$ cat src/rtl/core/oetr_pkg.sv
// ----------------------------------------------------------------------------
// oetr_pkg
// shared types and constants of the overwriting event trace ring
// ----------------------------------------------------------------------------
package oetr_pkg;

    localparam int MAX_RESULTS = 64;
    localparam int CNT_W       = 7;
    localparam int UNREAD_W    = 8;
    localparam int LIMIT_W     = 16;
    localparam int WIDE_W      = 17;

    typedef struct packed {
        logic [63:0] seq_number;
        logic [63:0] timestamp;
        logic [31:0] event_type;
        logic [31:0] event_flags;
        logic [7:0]  cpu_index;
        logic [63:0] process_id;
        logic [63:0] thread_id;
        logic [63:0] argument_a;
        logic [63:0] argument_b;
        logic [63:0] argument_c;
        logic [63:0] argument_d;
    } t_record;

    localparam int REC_W = $bits(t_record);

    typedef struct packed {
        logic issue;
        logic snap_done;
    } t_back_stat;

endpackage

$ cat src/rtl/core/oetr_front.sv
// ----------------------------------------------------------------------------
// oetr_front
// accepts words, writes appended records, builds read descriptors
// ----------------------------------------------------------------------------
module oetr_front import oetr_pkg::*; #(
    parameter int RING_DEPTH = 256
) (
    input  logic                          i_clk,
    input  logic                          i_rst_n,
    input  logic                          i_valid,
    output logic                          o_ready,
    input  logic                          i_command,
    input  logic [63:0]                   i_timestamp,
    input  logic [31:0]                   i_event_type,
    input  logic [31:0]                   i_event_flags,
    input  logic [7:0]                    i_cpu_index,
    input  logic [63:0]                   i_process_id,
    input  logic [63:0]                   i_thread_id,
    input  logic [63:0]                   i_argument_a,
    input  logic [63:0]                   i_argument_b,
    input  logic [63:0]                   i_argument_c,
    input  logic [63:0]                   i_argument_d,
    input  logic [LIMIT_W-1:0]            i_snapshot_limit,
    output logic                          o_we,
    output logic [$clog2(RING_DEPTH)-1:0] o_waddr,
    output t_record                       o_wdata,
    output logic                          o_q_valid,
    input  logic                          i_q_ready,
    output logic [$clog2(RING_DEPTH)+CNT_W:0] o_q_data,
    input  t_back_stat                    i_stat
);

    localparam int AW = $clog2(RING_DEPTH);

    logic [AW-1:0]       r_wp, n_wp;
    logic [AW:0]         r_count, n_count;
    logic [63:0]         r_seq, n_seq;
    logic [UNREAD_W-1:0] r_unread, n_unread;
    logic [1:0]          r_snap_cnt, n_snap_cnt;

    logic                w_acc;
    logic                w_room;
    logic [WIDE_W-1:0]   w_cnt;
    logic [WIDE_W-1:0]   w_lim;
    logic [WIDE_W-1:0]   w_min;
    logic [CNT_W-1:0]    w_n;
    logic [WIDE_W-1:0]   w_wp;
    logic [WIDE_W-1:0]   w_nx;
    logic [WIDE_W-1:0]   w_start;
    logic [AW-1:0]       w_slot;
    logic [CNT_W-1:0]    w_len;
    logic                w_enq;

    assign w_room = (r_snap_cnt == 2'd0)
                 && (32'(r_unread) < 32'(RING_DEPTH));
    assign o_ready = i_q_ready && (i_command || w_room);
    assign w_acc   = i_valid && o_ready;

    // clamp snapshot length to count, limit and result ceiling
    always_comb begin
        w_cnt = WIDE_W'(r_count);
        w_lim = WIDE_W'(i_snapshot_limit);
        w_min = (w_lim < w_cnt) ? w_lim : w_cnt;
        w_n   = (w_min > WIDE_W'(MAX_RESULTS)) ? CNT_W'(MAX_RESULTS) : w_min[CNT_W-1:0];
        w_wp  = WIDE_W'(r_wp);
        w_nx  = WIDE_W'(w_n);
        w_start = (w_wp >= w_nx) ? (w_wp - w_nx) : (w_wp + WIDE_W'(RING_DEPTH) - w_nx);
    end

    assign w_slot = i_command ? w_start[AW-1:0] : r_wp;
    assign w_len  = i_command ? w_n : CNT_W'(1);
    assign w_enq  = w_acc && (!i_command || (w_n != '0));

    assign o_q_valid = w_enq;
    assign o_q_data  = {i_command, w_slot, w_len};

    assign o_we    = w_acc && !i_command;
    assign o_waddr = r_wp;

    always_comb begin
        o_wdata.seq_number  = r_seq;
        o_wdata.timestamp   = i_timestamp;
        o_wdata.event_type  = i_event_type;
        o_wdata.event_flags = i_event_flags;
        o_wdata.cpu_index   = i_cpu_index;
        o_wdata.process_id  = i_process_id;
        o_wdata.thread_id   = i_thread_id;
        o_wdata.argument_a  = i_argument_a;
        o_wdata.argument_b  = i_argument_b;
        o_wdata.argument_c  = i_argument_c;
        o_wdata.argument_d  = i_argument_d;
    end

    always_comb begin
        n_wp    = r_wp;
        n_count = r_count;
        n_seq   = r_seq;
        if (o_we) begin
            n_wp  = (r_wp == AW'(RING_DEPTH - 1)) ? '0 : r_wp + AW'(1);
            n_seq = r_seq + 64'd1;
            if (r_count != (AW+1)'(RING_DEPTH)) begin
                n_count = r_count + (AW+1)'(1);
            end
        end
        n_unread = r_unread
                 + (w_enq ? UNREAD_W'(w_len) : '0)
                 - UNREAD_W'(i_stat.issue);
        n_snap_cnt = r_snap_cnt
                   + {1'b0, w_enq && i_command}
                   - {1'b0, i_stat.snap_done};
    end

    always_ff @(posedge i_clk) begin
        if (!i_rst_n) begin
            r_wp       <= '0;
            r_count    <= '0;
            r_seq      <= 64'd1;
            r_unread   <= '0;
            r_snap_cnt <= '0;
        end else begin
            r_wp       <= n_wp;
            r_count    <= n_count;
            r_seq      <= n_seq;
            r_unread   <= n_unread;
            r_snap_cnt <= n_snap_cnt;
        end
    end

endmodule

$ cat config.mk
export PLATFORM = sky130hd
export DESIGN_NAME = oetr_front
export DESIGN_NICKNAME = d
export VERILOG_FILES = /design/src/rtl/core/oetr_pkg.sv /design/src/rtl/core/oetr_front.sv
export SDC_FILE = /design/constraint.sdc
export NUM_CORES = 1
export LEC_CHECK = 0
export BUFFER_PORTS_ARGS = -buffer_cell sky130_fd_sc_hd__buf_4
export CAP_MARGIN = 20
export CORE_AREA = 4 4 451 453
export DETAILED_ROUTE_END_ITERATION = 7
export DIE_AREA = 0 0 455 457
export SLEW_MARGIN = 25
export SYNTH_ARGS = -nofsm -noshare
export SYNTH_HDL_FRONTEND = slang
export SYNTH_SLANG_ARGS = --single-unit
export TNS_END_PERCENT = 20
$ cat constraint.sdc
create_clock -name i_clk -period 3.8 [get_ports i_clk]
set_clock_uncertainty 0.15 [all_clocks]
set_input_delay 0.38 -clock i_clk [delete_from_list [all_inputs] [get_ports i_clk]]
set_output_delay 0.38 -clock i_clk [all_outputs]
set_load 0.01 [all_outputs]
# After elaboration in Yosys (flattened, before gate mapping)
# Index checks and enable logic that the tools add are counted.
# word_totals
inputBits	543
register_bits	83
wordCells	34
output_inout_bits	611
# classes
reduce_logical	11
n_eq_ne	2
add_sub_neg	8
mux	6
magnitude_cmp	3
# op_table
cell	count
adder 64 x 1 -> 64 bit, second input constant	1
two-way mux 8 bit	3
adder 8 x 1 -> 8 bit, second input constant	2
greater-than comparator 16 x 7 -> 1 bit, second input constant	1
< comparator 16 x 9 -> 1 bit	1
two-way mux 16 bit	1
subtractor 8 x 7 -> 8 bit	2
two-way mux 7 bit	2
adder 9 x 1 -> 9 bit, second input constant	1
inequality test 9 bit, second input constant	1
== test 8 bit, second input constant	1
>= comparator 8 x 7 -> 1 bit	1
nonzero test 7 bit	1
logical AND 1 bit	5
adder 2 x 1 -> 2 bit	1
logical NOT 2 bit	1
logical OR 1 bit	2
AND reduction 2 bit	1
subtractor 2 x 1 -> 2 bit	1
logical NOT 1 bit	1

# Depth between registers and ports, before layout
# Gate-level depths: netlist (run 1).
# logic_depth
depth_word	10
ltp_mapped	17
depth_no_buf	16

# Worst setup path before layout (run 1)
# OpenSTA, ideal clock, no wires.
# synth_path
path_type	reg2out
from	register r_count[1]
to	output o_q_data[14]
path_buffers	0
stages_incl_launch_ff	15
setup_slack_ps	-331
arrival_time_ps	3601
t_required_ps	3270
cell_sequence	dfxtp_1 -> inv_1 -> ha_1 -> a2111o_1 -> a32oi_1 -> nand2_1 -> mux2_2 -> a21boi_0 -> inv_1 -> ha_1 -> nor3_1 -> nor2_1 -> a311o_1 -> a211oi_1 -> xor2_1
# synth_between
elab_chain_cells	7
word_cells_on_any_way	9
classes_between	add/sub: 2; order compare: 3; mux: 4
# synth_lines
element	line_no	source
start, declared	oetr_front.sv:36	logic [AW:0] r_count, n_count;
start signal, assigned	oetr_front.sv:122	r_count <= n_count;
< comparator 16 x 9 -> 1 bit	oetr_front.sv:63	w_min = (w_lim < w_cnt) ? w_lim : w_cnt;
two-way mux 16 bit *	oetr_front.sv:63	
greater-than comparator 16 x 7 -> 1 bit	oetr_front.sv:64	w_n = (w_min > WIDE_W'(MAX_RESULTS)) ? CNT_W'(MAX_RESULTS) : w_min[CNT_W-1:0];
two-way mux 7 bit *	oetr_front.sv:64	
subtractor 8 x 7 -> 8 bit or >= comparator 8 x 7 -> 1 bit (tied branches)	oetr_front.sv:67	w_start = (w_wp >= w_nx) ? (w_wp - w_nx) : (w_wp + WIDE_W'(RING_DEPTH) - w_nx);
two-way mux 8 bit *	oetr_front.sv:67	
two-way mux 8 bit *	oetr_front.sv:70	assign w_slot = i_command ? w_start[AW-1:0] : r_wp;
end, declared	oetr_front.sv:29	output logic [$clog2(RING_DEPTH)+CNT_W:0] o_q_data,
# Mark *: on every way between the ends. The rest lies on a longest branch, timed or not.

# Worst setup path after layout (run 1)
# layout_path
from	register r_count[1]
to	output o_q_data[13]
# Same word-level chain as after synthesis.

==> results.sh, run 1 <==
export IMPL_outcome="finished with violations"
export IMPL_violations="negative setup slack"
export IMPL_die_w_um=455
export IMPL_post_dp_hpwl_um=81200
export IMPL_cp_data_required_time_ns=3.27
export IMPL_tritoncts="yes"
export IMPL_final_min_clock_period_ns=4.15
export IMPL_hold_violations=0
export IMPL_rsz0062_at_grt="true"
export IMPL_leakage_nw=2.76
export IMPL_setup_violations=5
export IMPL_drv_slew=0
export IMPL_async_reset_ff_share_pct=0
export IMPL_cts_buffers_inserted=9
export IMPL_tns_ns=-1.40
export IMPL_post_place_ws_ns=-0.197
export IMPL_clock_latency_ns=0.42
export IMPL_worstSetupPathType="reg -> out"
export IMPL_path_clk_slew_ns=0.07
export IMPL_cpPeakStageDelay_ns=0.37
export IMPL_start_util_pct=4.35
export IMPL_irDropWorstVdd_mv=0.275
export IMPL_r2r_end="r_snap_cnt[1]"
export IMPL_h_tree_depth=3
export IMPL_period_share_pct=109
export IMPL_antenna_found_initial=2
export IMPL_cts_root_buf="clkbuf_16"
export IMPL_grtUsageTotal_pct=8.19
export IMPL_drtIter0Drc=327
export IMPL_wl_um=89300
export IMPL_mostFrequentLayoutCells="154 x buf_4, 80 x dfxtp_1, 53 x and2_1"
export IMPL_place_congestion=0.851
export IMPL_firstDrtPassIters=4
export IMPL_syn_to_final_growth_pct=11.8
export IMPL_cp_arrival_ns=3.62
export IMPL_ant_nets=0
export IMPL_port_buffers=112
export IMPL_cts_setup_buffers=0
export IMPL_cts_buffer_depth=2
export IMPL_critPathSlowestCell="a2111o_1"
export IMPL_critical_path_top_delay_family="compound AO/OA/AOI/OAI gates"
export IMPL_ys_ff_latch=83
export IMPL_ys_flop_type="dfxtp_1"
export IMPL_crit_chain="inv_2 -> ha_4 -> a2111o_1 -> a32oi_2 -> nand2_2 -> mux2_4 -> a21boi_4 -> fa_2 -> nor2b_1 -> o21ai_1 -> nand2b_1 -> a21o_1 -> a21oi_2 -> xnor2_1 -> mux2_2 -> buf_4"
export IMPL_ff2ff_path_depth=17
export IMPL_synth_area_sq_um=8660
export IMPL_drive_above_1_share_pct=30.5
export IMPL_top_level_ports=1154
export IMPL_rows=164
export IMPL_synth_avg_cell_area_sq_um=8.04
export IMPL_cap_viol_max_count=0
export IMPL_cp_max_fo=3
export IMPL_rrSetupSlack_ns=0.56
export IMPL_end_kind="output pin"
export IMPL_crit_buf_inv=2
export IMPL_holdPathEnd="r_snap_cnt[1]"
export IMPL_worst_setup_path_start_kind="flip-flop"
export IMPL_setup_ws_ns=-0.350
export IMPL_via_per_inst=1.70
export IMPL_grt_pass1_vias=5638
export IMPL_hold_depth=4
export IMPL_yosysUniqueCellTypes=48
export IMPL_min_path_type="in -> reg"
export IMPL_grt_max_degree=81
export IMPL_ys_seq_area_share_pct=19.2
export IMPL_mostFrequentLayoutCell="buf_4"
export IMPL_cts_sink_count=83
export IMPL_fmax_ghz=0.241
export IMPL_nets=1271
export IMPL_tightest_slew_ns=0.870
export IMPL_drc_errors=0
export IMPL_netlist_instances=1078
export IMPL_grt_pass1_wl_um=101000
export IMPL_cts_hold_buf=0
export IMPL_vias=5716
export IMPL_reg2reg_from="r_count[1]"
export IMPL_core_sq_um=199000
export IMPL_wire_per_inst_um=26.5
export IMPL_synth_edf_count=0
export IMPL_die_h_um=457
export IMPL_cellPowerDensity_nw_per_um2=216
export IMPL_synth_warning_count=0
export IMPL_dieArea_sq_um=208000
export IMPL_overflow=0
export IMPL_fill_cells=23532
export IMPL_syn_num_nets=1643
export IMPL_slew_headroom_pct=42.0
export IMPL_worst_hold_startpoint="i_stat[0]"
export IMPL_power_total_mw=2.09
==> cell usage after synthesis (3+ instances only) <==
cell | n | area (sq um)
a21boi_0 | 12 | 90.1
a21boi_1 | 11 | 82.6
a21oi_1 | 7 | 35.0
and2_1 | 53 | 332
and3_1 | 10 | 62.6
and4_1 | 6 | 52.6
buf_4 | 523 | 3930
clkbuf_1 | 15 | 56.3
dfxtp_1 | 83 | 1660
ha_1 | 21 | 263
inv_1 | 26 | 97.6
mux2_2 | 3 | 33.8
mux2i_1 | 8 | 80.1
nand2_1 | 47 | 176
nand2b_1 | 7 | 43.8
nand3_1 | 27 | 135
nand4_1 | 19 | 119
nand4_2 | 3 | 37.5
nor2_1 | 33 | 124
nor2b_1 | 6 | 37.5
nor3_1 | 7 | 35.0
nor4_1 | 5 | 31.3
nor4_4 | 3 | 63.8
o21ai_0 | 29 | 145
or3_1 | 24 | 150
xnor2_1 | 51 | 447
xor2_1 | 13 | 114
==> stage by stage <==
stage                     hold WS, ns  std cells  instance area (sq um)  util [%]
final                           0.315       3369                   9680      4.86
after global routing            0.299       3367                   9680      4.86
after CTS                       0.244       3367                   9580      4.81
after detailed placement        0.343       3351                   9210      4.62
after global placement          0.335       3351                   9210      4.62
after floorplan                 0.318       1078                   8690         -
==> repair_timing <==
action,4_1_cts,5_1_grt
pin swaps,8,11
gates cloned,0,0
setup endpoints to repair,6,6
gates resized for setup,12,18
==> worst max path at each step <==
| stage | end | cells after the start | slack, ns | startpoint |
|---|---|---|---|---|
| 6_report | o_q_data[13] | 16 | -0.35 | r_count[1] |
| 2_1_floorplan | o_q_data[14] | 14 | 0.01 | r_count[1] |
| 3_3_place_gp | o_q_data[13] | 17 | -0.18 | i_snapshot_limit[1] |
| 3_5_place_dp | o_q_data[13] | 17 | -0.20 | i_snapshot_limit[1] |
| 4_1_cts | o_q_data[14] | 15 | -0.50 | r_count[1] |
| 5_1_grt | o_q_data[14] | 15 | -0.56 | r_count[1] |
==> per-layer routing <==
metal / vias up / track usage, % / share of wire (%)
met4: 10 / 7.23 / 9.8
met5: - / 2.26 / 0.74
met3: 254 / 12.6 / 33
met2: 809 / 10.7 / 37
li1: 2222 / - / -
met1: 2421 / 4.39 / 19
==> logic make-up after synthesis <==
| logic type | after synthesis | synth area share (%) |
|---|---|---|
| multiplexers | 11 | 1.31 |
| AND/OR/NAND/NOR | 260 | 17.4 |
| XOR/XNOR | 64 | 6.47 |
| buffers and inverters | 567 | 47.2 |
| AO/OA/AOI/OAI | 71 | 5.16 |
| flip-flops | 83 | 19.2 |
| adder cells (fa/ha/maj) | 22 | 3.26 |
==> cell type report <==
class                   instances  area [sq um]  share of cell area (%)
well taps                    2656          3320                    34.3
multi-input cells             428          3090                    31.9
flip-flops and latches         83          1670                    17.2
repair buffers                157          1190                    12.3
clock buffers                   9           225                    2.33
inverters                      27           101                    1.05
clock inverters                 7          80.1                   0.827
diodes                          2          5.00                  0.0517
==> tightest hold or removal path, cell delays in order <==
cell	delay, ns
buf_4	0.08
ha_1	0.15
xnor2_1	0.12
and2_1	0.11
==> registers in the layout (all words and copies together) (netlist names) <==
register and cells:
r_snap_cnt 2, r_seq 64, r_count 9, o_waddr 8
==> report_power, final <==
group | total, mW | switching [mW] | internal (mW)
clock | 1.04 | 0.515 | 0.521
sequential | 0.884 | 0.00849 | 0.876
combinational | 0.173 | 0.0911 | 0.0817
total | 2.09 | 0.615 | 1.48
Power figures use the tool's default switching activity.
==> run 2: changes to the inputs <==
--- a/config.mk
+++ b/config.mk
@@ -7,9 +7,13 @@
 export LEC_CHECK = 0
 export BUFFER_PORTS_ARGS = -buffer_cell sky130_fd_sc_hd__buf_4
 export CAP_MARGIN = 20
-export CORE_AREA = 4 4 451 453
+export CELL_PAD_IN_SITES_DETAIL_PLACEMENT = 1
+export CELL_PAD_IN_SITES_GLOBAL_PLACEMENT = 2
+export CORE_AREA = 4 4 445 447
 export DETAILED_ROUTE_END_ITERATION = 7
-export DIE_AREA = 0 0 455 457
+export DIE_AREA = 0 0 449 451
+export PLACE_DENSITY_LB_ADDON = 0.1
+export REMOVE_ABC_BUFFERS = 1
 export SLEW_MARGIN = 25
 export SYNTH_ARGS = -nofsm -noshare
 export SYNTH_HDL_FRONTEND = slang
==> run 2 against run 1 <==
  * The flow still finishes with violations (negative setup slack)
  * Clock power is 9.6% higher
  * Combinational power is 35% higher
  * Core utilization is 0.37 points higher
  * Non-clock buffer count is 48 higher
  * Total power is 7.6% higher
  * Critical endpoint is now o_q_data[14]
  * Largest cell class is now multi-input gates
==> results.sh, run 2 (synthesis gave the netlist of run 1 again) <==
export IMPL_grt_pass1_vias=7006
export IMPL_wl_um=312000
export IMPL_grt_max_degree=27
export IMPL_grt_pass1_wl_um=333000
export IMPL_syn_to_final_growth_pct=17.1
export IMPL_multi_input_area_sq_um=3290
export IMPL_via_per_inst=2.29
export IMPL_die_w_um=449
export IMPL_cpPeakStageDelay_ns=0.44
export IMPL_h_tree_depth=3
export IMPL_cts_sink_count=83
export IMPL_port_buffers=112
export IMPL_cts_root_buf="clkbuf_16"
export IMPL_holdPathEnd="r_seq[54]"
export IMPL_overflow=0
export IMPL_critical_path_top_delay_family="compound AO/OA/AOI/OAI gates"
export IMPL_worstSetupPathType="reg -> out"
export IMPL_place_congestion=1.05
export IMPL_die_h_um=451
export IMPL_violations="negative setup slack"
export IMPL_cap_viol_max_count=0
export IMPL_crit_buf_inv=4
export IMPL_critPathSlowestCell="a2111o_1"
export IMPL_finalHoldWorstSlack_ns=0.283
export IMPL_power_total_mw=2.25
export IMPL_final_min_clock_period_ns=4.33
export IMPL_cts_buffer_depth=2
export IMPL_cellPowerDensity_nw_per_um2=222
export IMPL_slew_headroom_pct=55.1
export IMPL_largest_register_ff_count=64
export IMPL_tritoncts="yes"
export IMPL_drc_errors=0
export IMPL_post_dp_hpwl_um=305000
export IMPL_vias=7572
export IMPL_leakage_nw=3.04
export IMPL_utilization_pct=5.23
export IMPL_reg2reg_from="r_count[1]"
export IMPL_mostFrequentLayoutCell="buf_4"
export IMPL_outcome="finished with violations"
export IMPL_setup_ws_ns=-0.532
export IMPL_cp_arrival_ns=3.80
export IMPL_fill_cells=23054
export IMPL_path_clk_slew_ns=0.10
export IMPL_antenna_found_initial=6
export IMPL_nets=1319
export IMPL_cts_buffers_inserted=9
export IMPL_mostFrequentLayoutCells="196 x buf_4, 76 x dfxtp_1, 53 x and2_1"
export IMPL_firstDrtPassIters=4
export IMPL_clock_latency_ns=0.45
export IMPL_dieArea_sq_um=202000
export IMPL_tightest_slew_ns=0.666
export IMPL_worst_setup_path_start_kind="flip-flop"
export IMPL_crit_chain="inv_2 -> ha_4 -> a2111o_1 -> a32oi_2 -> nand2_2 -> mux2_4 -> buf_6 -> buf_6 -> nand2b_4 -> ha_4 -> and3_4 -> a311o_1 -> a211oi_2 -> xor2_1 -> buf_4"
export IMPL_irDropWorstVdd_mv=0.260
export IMPL_drtIter0Drc=646
export IMPL_rows=162
export IMPL_worst_hold_startpoint="i_rst_n"
export IMPL_ant_nets=0
export IMPL_hold_depth=2
export IMPL_rrSetupSlack_ns=0.22
export IMPL_start_util_pct=4.46
export IMPL_fmax_ghz=0.231
export IMPL_r2r_end="r_snap_cnt[1]"
export IMPL_end_kind="output pin"
export IMPL_hold_violations=0
export IMPL_rsz0062_at_grt="true"
export IMPL_cp_data_required_time_ns=3.27
export IMPL_largest_register="r_seq"
export IMPL_grtUsageTotal_pct=29.9
export IMPL_dp_cells=3278
export IMPL_ff2ff_path_depth=19
export IMPL_wire_per_inst_um=94.6
export IMPL_drv_slew=0
export IMPL_top_level_ports=1154
export IMPL_setup_violations=6
export IMPL_period_share_pct=114
export IMPL_cp_max_fo=4
export IMPL_core_sq_um=194000
export IMPL_regArea_sq_um=1680
export IMPL_min_path_type="in -> reg"
export IMPL_final_cells=3302
export IMPL_drive_above_1_share_pct=39.5
==> run 2: cell count changes in the layout (fill, tap and decap cells not counted), sizes merged <==
cell,previous run,this run
diode,2,1
clkinvlp,1,0
buf,157,205
clkinv,2,3
==> run 2: repair_timing <==
| action | in CTS | in global routing |
|---|---|---|
| setup endpoints to repair | 10 | 10 |
| pin swaps | 16 | 10 |
| setup buffers | 6 | 2 |
| hold buffers | 0 | 0 |
| gates resized for setup | 73 | 17 |
| cloned | 0 | 0 |
==> run 2: worst max path at each step <==
| stage | startpoint | end | slack, ns | cells after the start |
|---|---|---|---|---|
| after floorplan | r_count[1] | o_q_data[14] | -0.33 | 14 |
| after global placement | i_snapshot_limit[15] | o_q_data[13] | -0.85 | 18 |
| after detailed placement | i_snapshot_limit[15] | o_q_data[13] | -0.75 | 18 |
| after CTS | r_count[1] | o_q_data[13] | -0.62 | 16 |
| after global routing | r_count[1] | o_q_data[14] | -0.67 | 16 |
| final | r_count[1] | o_q_data[14] | -0.53 | 15 |
==> run 2: per-layer routing <==
metal	up-vias	track usage (%)	wire (um)
li1	2316	-	-
met1	3035	5.06	20000
met2	1967	59.2	171000
met3	212	41.5	90600
met4	42	19.7	27800
met5	-	9.14	2670
==> run 2: layout make-up <==
class	instances	share of cell area, %
flip-flops and latches	83	16.5
well taps	2542	31.3
clock buffers	9	2.22
multi-input cells	428	32.4
clock inverters	7	0.801
diodes	1	0.0247
inverters	27	0.999
repair buffers	205	15.7
==> run 2: where the power goes <==
group / internal, mW / switching (mW)
Sequential: 0.875 / 0.00809
Clock: 0.524 / 0.613
Combinational: 0.105 / 0.129
==> run 2: stage by stage <==
stage / setup TNS, ns / setup WS, ns / area, sq um
6_report: -2.36 / -0.532 / 10100
5_1_grt: -3.32 / -0.668 / 10100
4_1_cts: -3.10 / -0.617 / 10100
3_5_place_dp: -3.62 / -0.750 / 9370
3_3_place_gp: -4.07 / -0.847 / 9370
2_1_floorplan: -0.444 / -0.331 / 4670
==> run 3: changes to the inputs <==
--- a/config.mk
+++ b/config.mk
@@ -10,6 +10,7 @@
 export CELL_PAD_IN_SITES_DETAIL_PLACEMENT = 1
 export CELL_PAD_IN_SITES_GLOBAL_PLACEMENT = 2
 export CORE_AREA = 4 4 445 447
+export CTS_BUF_LIST = sky130_fd_sc_hd__clkbuf_8
 export DETAILED_ROUTE_END_ITERATION = 7
 export DIE_AREA = 0 0 449 451
 export PLACE_DENSITY_LB_ADDON = 0.1
==> run 3 against run 2 <==
  * The run still ends with negative setup slack left
  * First-iteration DRC count down 16%
  * Hold slack worse by 0.099 ns
  * Total power is 10% lower
  * Clock power is 21% lower
==> results.sh, run 3 (synthesis gave the netlist of run 1 again) <==
export IMPL_outcome="finished with violations"
export IMPL_violations="negative setup slack"
export IMPL_wl_um=312000
export IMPL_final_cell_area_sq_um=10000
export IMPL_setup_ws_ns=-0.616
export IMPL_mostFrequentLayoutCell="buf_4"
export IMPL_cp_data_required_time_ns=3.27
export IMPL_largest_register_ff_count=64
export IMPL_nets=1317
export IMPL_tns_ns=-2.87
export IMPL_leakage_nw=2.98
export IMPL_fmax_ghz=0.226
export IMPL_firstDrtPassIters=4
export IMPL_grt_pass1_vias=6986
export IMPL_cp_arrival_ns=3.89
export IMPL_largest_register="r_seq"
export IMPL_tightest_slew_ns=0.655
export IMPL_h_tree_depth=3
export IMPL_min_path_type="in -> reg"
export IMPL_drc_errors=0
export IMPL_mostFrequentLayoutCells="194 x buf_4, 76 x dfxtp_1, 53 x and2_1"
export IMPL_post_dp_hpwl_um=305000
export IMPL_slew_headroom_pct=55.9
export IMPL_worst_setup_path_start_kind="flip-flop"
export IMPL_tritoncts="yes"
export IMPL_wire_per_inst_um=94.6
export IMPL_cts_sink_count=83
export IMPL_worstSetupPathType="reg -> out"
export IMPL_cellPowerDensity_nw_per_um2=201
export IMPL_multi_input_area_sq_um=3300
export IMPL_via_per_inst=2.27
export IMPL_dieArea_sq_um=202000
export IMPL_cts_root_buf="clkbuf_8"
export IMPL_ant_nets=0
export IMPL_regArea_sq_um=1680
export IMPL_grt_pass1_wl_um=333000
export IMPL_antenna_found_initial=8
export IMPL_final_min_clock_period_ns=4.42
export IMPL_rows=162
export IMPL_top_level_ports=1154
export IMPL_start_util_pct=4.46
export IMPL_path_clk_slew_ns=0.15
export IMPL_cap_viol_max_count=0
export IMPL_placed_area_sq_um=9370
export IMPL_cts_buffer_depth=2
export IMPL_die_h_um=451
export IMPL_grt_max_degree=27
export IMPL_core_sq_um=194000
export IMPL_drtIter0Drc=542
export IMPL_fill_cells=23059
export IMPL_grtUsageTotal_pct=29.9
export IMPL_overflow=0
export IMPL_power_total_mw=2.02
export IMPL_irDropWorstVdd_mv=0.173
export IMPL_cts_hold_buf=0
export IMPL_drive_above_1_share_pct=39.8
export IMPL_hold_violations=0
export IMPL_period_share_pct=116
export IMPL_drv_slew=0
export IMPL_post_place_ws_ns=-0.750
export IMPL_cp_max_fo=5
export IMPL_clock_latency_ns=0.54
export IMPL_port_buffers=112
export IMPL_vias=7505
export IMPL_finalHoldWorstSlack_ns=0.185
export IMPL_syn_to_final_growth_pct=15.9
export IMPL_cts_buffers_inserted=9
export IMPL_rsz0062_at_grt="true"
export IMPL_end_kind="output pin"
export IMPL_setup_violations=7
export IMPL_die_w_um=449
export IMPL_place_congestion=1.05
[run 3: through the flow]
stage / utilization [%] / std cells
global route: 5.17 / 3301
detailed placement: 4.82 / 3278
CTS: 5.14 / 3298
finish: 5.17 / 3302
global placement: 4.82 / 3278
floorplan: - / 538
[run 3: final cells by class]
cell class / instances / share of cell area, %
diodes: 3 / 0.0747
clock buffers: 9 / 1.23
clock inverters: 7 / 0.810
inverters: 27 / 1.01
multi-input cells: 428 / 32.9
flip-flops and latches: 83 / 16.7
well taps: 2542 / 31.7
repair buffers: 203 / 15.7
[run 3: per-layer routing]
metal	vias to the layer above	part of all wire [%]	track usage, %
li1	2306	-	-
met1	3037	6.6	5.06
met2	1910	55	59.3
met3	216	29	41.7
met4	36	8.7	19.6
met5	-	0.68	7.77
[run 3: where the power goes]
group	switching [mW]	total [mW]	internal, mW	leakage [nW]
combinational	0.130	0.235	0.106	2.20
sequential	0.00831	0.884	0.876	0.673
clock	0.587	0.902	0.315	0.107
total	0.725	2.02	1.30	2.98
[run 3: what timing repair did]
action / in CTS / in global routing
setup endpoints to repair: 12 / 10
hold endpoints to repair: 0 / 0
pin swaps: 15 / 8
setup buffers: 5 / 1
resized for setup: 83 / 11
[run 3: worst paths after layout]
check	start	cells past startpoint	end	slack, ns
hold / removal	i_rst_n	2	r_seq[54]	0.18
setup reg to reg	r_count[1]	18	r_snap_cnt[1]	0.20
setup / recovery	r_count[1]	15	o_q_data[14]	-0.62
hold reg to reg	r_seq[57]	2	r_seq[57]	0.38
[run 3: worst max-delay path: stages (launching register included)]
cell      delay (ns)
dfxtp_2         0.35
inv_2           0.08
ha_4            0.19
a2111o_1        0.44
a32oi_2         0.22
nand2_2         0.12
buf_6           0.15
buf_6           0.14
mux2i_4         0.19
nand2b_4        0.17
ha_4            0.23
and3_4          0.18
a311o_1         0.35
a211oi_2        0.22
xor2_1          0.19
buf_4           0.15
